**config.mk**
```make
export PLATFORM = sky130hd
export DESIGN_NAME = tcl_ctrl
export DESIGN_NICKNAME = d
export VERILOG_FILES = /design/src/sv/tcl_pkg.sv /design/src/sv/tcl_ctrl.sv
export SDC_FILE = /design/constraint.sdc
export NUM_CORES = 1
export LEC_CHECK = 0
export ABC_AREA = 1
export BUFFER_PORTS_ARGS = -buffer_cell sky130_fd_sc_hd__buf_2
export CORE_AREA = 2 2 39 41
export DETAILED_ROUTE_END_ITERATION = 16
export DIE_AREA = 0 0 41 43
export GPL_TIMING_DRIVEN = 0
export PLACE_DENSITY_LB_ADDON = 0.1
export SYNTH_ARGS = -nofsm -noshare
export SYNTH_HDL_FRONTEND = slang
export SYNTH_SLANG_ARGS = --single-unit
```
**constraint.sdc**
```tcl
create_clock -name clk -period 3.4 [get_ports clk]
set_input_delay 0.17 -clock clk [delete_from_list [all_inputs] [get_ports clk]]
set_output_delay 0.17 -clock clk [all_outputs]
set_load 0.005 [all_outputs]
```
**src/sv/tcl_pkg.sv**
```systemverilog
// Shared types, constants and codes of the tone curve LUT engine.
`timescale 1ns / 1ps
`default_nettype none
package tcl_pkg;

	localparam int COORD_FRAC_BITS = 12;
	localparam int DEF_MAX_POINTS  = 16;
	localparam int T_BITS          = 12;
	localparam int LEVEL_SHIFT     = 3 * T_BITS + 1 + COORD_FRAC_BITS;
	localparam int XW              = 13;
	localparam int XLW             = XW + 8;
	localparam int LXW             = COORD_FRAC_BITS + 8;
	localparam logic [XW-1:0] ONE_Q = XW'(1 << COORD_FRAC_BITS);

	localparam logic MODE_POINT = 1'b0;
	localparam logic MODE_PIXEL = 1'b1;

	localparam logic [1:0] KIND_PIXEL      = 2'd0;
	localparam logic [1:0] KIND_BUILT      = 2'd1;
	localparam logic [1:0] KIND_BUILT_DROP = 2'd2;

	typedef struct packed {
		logic [XW-1:0] x;
		logic [XW-1:0] y;
	} point_t;

	typedef enum logic [3:0] {
		S_IDLE, S_START, S_FETCH, S_INSERT, S_FRONT, S_APPEND, S_LEVEL, S_SEG,
		S_DIV, S_POLY1, S_POLY2, S_POLY3, S_QUANT, S_COMB, S_DONE
	} state_t;

	typedef enum logic [4:0] {
		DO_NONE, DO_PIXEL, DO_STORE, DO_SORT_INIT, DO_IDENT, DO_FETCH, DO_INSERT,
		DO_FRONT, DO_APPEND, DO_END, DO_SHIFT, DO_SEGSET, DO_DIV, DO_P1, DO_P2,
		DO_P3, DO_QUANT, DO_COMB, DO_DONE
	} dp_op_t;

	typedef struct packed {
		dp_op_t op;
	} dp_cmd_t;

	typedef struct packed {
		logic cnt_ge2;
		logic fetch_last;
		logic lvl_end;
		logic seg_adv;
		logic num_zero;
		logic div_done;
		logic lvl_last;
		logic comb_done;
	} dp_sts_t;

endpackage
`default_nettype wire

```
**src/sv/tcl_ctrl.sv**
```systemverilog
// Sequencer of the tone curve LUT engine: handshakes and rebuild steps.
`timescale 1ns / 1ps
`default_nettype none
module tcl_ctrl import tcl_pkg::*; (
	input  logic    clk,
	input  logic    arst_n,
	input  logic    in_valid,
	input  logic    in_mode,
	input  logic    in_last,
	output logic    in_ready,
	output logic    out_valid,
	input  logic    out_ready,
	input  dp_sts_t sts,
	output dp_cmd_t cmd
);
	state_t st_q, st_nxt;
	logic   out_full_q;
	logic   out_free;

	assign out_free  = !out_full_q || out_ready;
	assign out_valid = out_full_q;

	always_ff @(posedge clk or negedge arst_n) begin
		if (!arst_n) begin
			st_q       <= S_IDLE;
			out_full_q <= 1'b0;
		end else begin
			st_q <= st_nxt;
			if (cmd.op == DO_PIXEL || cmd.op == DO_DONE) begin
				out_full_q <= 1'b1;
			end else if (out_ready) begin
				out_full_q <= 1'b0;
			end
		end
	end

	// next state and datapath command
	always_comb begin
		st_nxt   = st_q;
		cmd.op   = DO_NONE;
		in_ready = 1'b0;
		case (st_q)
			S_IDLE: begin
				in_ready = out_free;
				if (in_valid && out_free) begin
					if (in_mode == MODE_PIXEL) begin
						cmd.op = DO_PIXEL;
					end else begin
						cmd.op = DO_STORE;
						if (in_last) st_nxt = S_START;
					end
				end
			end
			S_START: begin
				if (sts.cnt_ge2) begin
					cmd.op = DO_SORT_INIT;
					st_nxt = S_FETCH;
				end else begin
					cmd.op = DO_IDENT;
					st_nxt = S_COMB;
				end
			end
			S_FETCH: begin
				cmd.op = DO_FETCH;
				st_nxt = S_INSERT;
			end
			S_INSERT: begin
				cmd.op = DO_INSERT;
				st_nxt = sts.fetch_last ? S_FRONT : S_FETCH;
			end
			S_FRONT: begin
				cmd.op = DO_FRONT;
				st_nxt = S_APPEND;
			end
			S_APPEND: begin
				cmd.op = DO_APPEND;
				st_nxt = S_LEVEL;
			end
			S_LEVEL: begin
				if (sts.lvl_end) begin
					cmd.op = DO_END;
					st_nxt = S_QUANT;
				end else begin
					st_nxt = S_SEG;
				end
			end
			S_SEG: begin
				if (sts.seg_adv) begin
					cmd.op = DO_SHIFT;
				end else begin
					cmd.op = DO_SEGSET;
					st_nxt = sts.num_zero ? S_POLY1 : S_DIV;
				end
			end
			S_DIV: begin
				if (sts.div_done) begin
					st_nxt = S_POLY1;
				end else begin
					cmd.op = DO_DIV;
				end
			end
			S_POLY1: begin
				cmd.op = DO_P1;
				st_nxt = S_POLY2;
			end
			S_POLY2: begin
				cmd.op = DO_P2;
				st_nxt = S_POLY3;
			end
			S_POLY3: begin
				cmd.op = DO_P3;
				st_nxt = S_QUANT;
			end
			S_QUANT: begin
				cmd.op = DO_QUANT;
				st_nxt = sts.lvl_last ? S_COMB : S_LEVEL;
			end
			S_COMB: begin
				cmd.op = DO_COMB;
				if (sts.comb_done) st_nxt = S_DONE;
			end
			S_DONE: begin
				if (out_free) begin
					cmd.op = DO_DONE;
					st_nxt = S_IDLE;
				end
			end
			default: begin
				st_nxt = S_IDLE;
			end
		endcase
	end
endmodule
`default_nettype wire

```
Word-level counts from Yosys, hierarchy flattened
Cells that the tools add are included.
Widths: inputs -> output; s select.
{ "word_totals": {"reg_bits": 5, "input_bits": 14, "out_inout_bits": 7, "elab_cells": 56} }
{ "classes": {"n_eq_ne": 23, "muxes": 24, "n_reduce_logical": 7} }
{ "ops": {"columns": ["cell", "n"], "rows": [
  ["$pmux 5 s15", 1],
  ["$pmux 4 s15", 1],
  ["$mux 4", 12],
  ["$eq 4x4->1 const B", 7],
  ["$eq 4x3->1 const B", 4],
  ["$ne 2x2->1 const B", 7],
  ["$eq 4x2->1 const B", 2],
  ["$reduce_and 7->1", 1],
  ["$mux 3", 2],
  ["$eq 5x1->1 const B", 1],
  ["$eq 5x5->1 const B", 1],
  ["$mux 1", 5],
  ["$mux 5", 1],
  ["$eq 4x1->1 const B", 1],
  ["$logic_not 4->1", 1],
  ["$mux 2", 2],
  ["$logic_or 1x1->1", 2],
  ["$reduce_bool 2->1", 1],
  ["$logic_and 1x1->1", 1],
  ["$logic_not 1->1", 1]
]} }

Depth between registers and ports, before layout
{ "logic_depth": {"depth_word": 8, "ltp_mapped": 9} }

Worst setup path before layout
Ideal clock, no wire load.
{ "synth_path": {"kind": "reg2reg", "start": "register st_q[0]", "end": "register st_q[3]", "arrival_time_ps": 1062, "t_required_ps": 3284, "setup_slack_ps": 2221, "stages_incl_launch_ff": 9, "cell_sequence": "dfrtp_1 -> nor2_1 -> nand3_1 -> nand2_1 -> inv_1 -> nand2_1 -> nor2_2 -> nand2_1 -> nand2_1"} }
{ "synth_between": {"elab_chain_cells": 3} }
{ "synth_rtl": {"columns": ["element", "line_no", "rtl"], "rows": [
  ["start, declared", "tcl_ctrl.sv:16", "state_t st_q, st_nxt;"],
  ["start signal, assigned", "tcl_ctrl.sv:28", "st_q <= st_nxt;"],
  ["$eq 4x4->1, or another cell as far along", "tcl_ctrl.sv:42", "case (st_q)"],
  ["$ne 2x2->1 (no source line)", null, null],
  ["$reduce_and 7->1 (no source line)", null, null]
]} }
Several ways; a longest one is shown, not always the timed one.
A chain may end at the register's enable or synchronous reset.

==> impl_results.md <==
* Worst EP arrival at 1520 ps
* All-Layer GR Usage at 0.222
* Clock Latency Late Sink at 240 ps
* Layout Cells excl Fill at approximately 170
* Cell Rows at 14
* TritonRoute pass-1 iters at 4
* Pwr Density at 880 nW/µm²
* Number of global-route vias before repair at 706
* Initial DRC Count at 56
* Sink Count at 5
* Worst Path Required at 3230 ps
* Critical path origin: st_q[2]$_DFFE_PN0P_
* Largest family of logic cells by synthesized area: simple AND/OR/NAND/NOR gates
* Critical R2R Launch: st_q[2]$_DFFE_PN0P_
* Commonest non-fill, non-tap cell in the layout: nand2_1
* Yosys Warn Count at 0
* Highest-delay cell along the critical path: dfrtp_1
* Port bufs at 20
* Fin Setup TNS at 0 ps
* Final hold viol count at 0
* Layout cells sized above 1 at 0.242
* Setup slack, reg-to-reg at 2040 ps
* Final WL at 1.71 mm
* Worst Hold Class: in2reg
* Most frequent cells in the layout: nand2_1, buf_2, inv_1, nor2_1, nand3_1
* Min-delay src: out_ready
* Fin crit period at 1690 ps
* Post-DR vias/cell at 5.03
* WS Path Type: reg2out
* RSZ-0062 raised after global routing: false
* Mux cell area share after synthesis at 0
* Initial antenna violation count at 0
* Critical path's largest stage delay at around 440 ps
* Fin. max-slew vios at 0
* GR Util met2 at 0.319
* Status: finished, final reports clean
* Post-synthesis cell type count at 16
* Synth Area in Compound Gates at 0.0567
* Worst-margin pin slew at approximately 360 ps
* # DRC at 0
* Post-Synth Adder-Cell Area at 0
* CP Capture Type: output port
* Period utilization at 0.497
* Reg clk slew, reported paths at approximately 50 ps
* First-pass GRT wire length at 2.75 mm
* Yosys reg bits at 5
* Slew headroom at 0.760
* CTS Buf Count at 3
* Net count, final at 168
* GRT Residual Overflow at 0
* Final setup vio count at 0
* Wire per inst at 10.1 µm
* Die width at 41 µm
* Top Usage Layer GRT: met1
* Post-Syn Area at ~660 µm²
* Post-Synth Simple-Gate Area at 0.629
* Synth Area in XOR/XNOR at 0
* Antenna diode count at 0
* Final Total Pwr at 721 µW
* Syn Nets at 142
* Post-Synthesis Cells at 128
* FF-to-FF path depth at 8
* Highest Clock Rate at 592 MHz
* CTS max path bufs at 2
* Core box area at 1380 µm²
* Synthesis-to-finish area growth at 23.8%
* CTS tree: done
* Hold path cells at 4
* Hold path endpoint: out_valid$_DFFE_PN0P_
* Initial Util at 0.478
* Die area at 1760 µm²
* Post-layout util at 0.592
* DP Cell Count at 164
* # IOs at 21
* Max Cap Viol at 0
* Peak VDD IR at 0.536 mV
* Worst Path Max Fanout at 6
* Critical path, cell by cell: nor2_1 > nand3_1 > nand2_1 > inv_1 > nand4_1 > buf_2
* Syn Area/Cell at approximately 5.2 µm²
* Seq/Total Area, Yosys at 0.189
* H-tree depth at 1
* Global routing usage on met1 at 0.322
* Via count at between 800 and 900
* LEAKAGE at 0.000531 µW
* Final Skew at 4.43 ps
* Largest net degree at the start of global routing at 7
* CP Launch Type: flop
* GP Congestion at 0.934
* Post-route ant nets at 0
* Reg2reg end: st_q[2]$_DFFE_PN0P_
* Post-CTS sizing at 0
* Hpwl dp at 1.44 mm
* Clock root buffer master: clkbuf_4
* Die Span Y at 43 µm
* Met3 Usage GRT at 0.0471
[logic make-up (layout without fill, tap and decap cells)]
family,after synthesis,after routing
flip-flops,5,5
AND/OR/NAND/NOR,94,94
AO/OA/AOI/OAI,7,7
buffers and inverters,22,47
[routing by layer]
layer / wire, µm / vias up
li1: - / 449
met4: 10 / 0
met2: 777 / 50
met3: 160 / 2
met1: 765 / 349
met5: 0 / -
[registers in the layout, indices dropped and copies added, names as in the netlist]
| name | flops |
|---|---|
| out_valid | 1 |
| st_q | 4 |
[worst max-delay path: cells and delay by family, from the launching register on]
family | cells | cell delay (ps)
AND/OR/NAND/NOR | 4 | 670
flip-flops | 1 | 440
buffers and inverters | 2 | 160
[how the worst max path moves through the flow]
stage,endpoint,slack (ps),depth (start not counted)
after floorplan,st_q[3]$_DFFE_PN0P_,2220,8
after detailed placement,cmd[0],2000,7
after global routing,cmd[1],1590,8
final,cmd[0],1710,6
after global placement,cmd[0],2000,6
after CTS,cmd[0],1740,7
[area by class of cell]
cell class              instances  area, µm²
clock inverters                 1       5.00
well taps                      16       20.0
multi-input cells             101        454
fillers                       148        564
inverters                      22       82.6
repair buffers                 21        110
flip-flops and latches          5        125
clock buffers                   3       22.5
[synthesized netlist by cell type, drive strengths merged]
master | count | share of area
nor3 | 3 | 0.023
nor2 | 23 | 0.15
nand3 | 13 | 0.11
o211ai | 1 | 0.011
nand4 | 3 | 0.028
nand3b | 2 | 0.028
dfrtp | 5 | 0.19
o21ai | 2 | 0.015
nand2 | 50 | 0.29
a21oi | 4 | 0.030
inv | 22 | 0.12
[power by group]
part	switching, µW	total [µW]	leakage, µW	internal, µW
clock network	24.5	67.0	0.0000177	42.5
registers	38.5	129	0.0000633	90.2
logic	334	526	0.000450	192
total	397	721	0.000531	325
[per-stage QoR]
step	hold slack [ps]	instance area (µm²)	setup WS (ps)
finish	258	820	1710
global route	257	820	1590
CTS	256	820	1740
detailed placement	-9.66	782	2000
global placement	-13.5	782	2000
floorplan	-126	662	2220
[what timing repair did]
action,in CTS,in global routing
buffers inserted,0,0
hold buffers,1,0
endpoints found under the hold margin,5,0
endpoints found under the setup margin,0,0
Power figures use the tool's default switching activity.
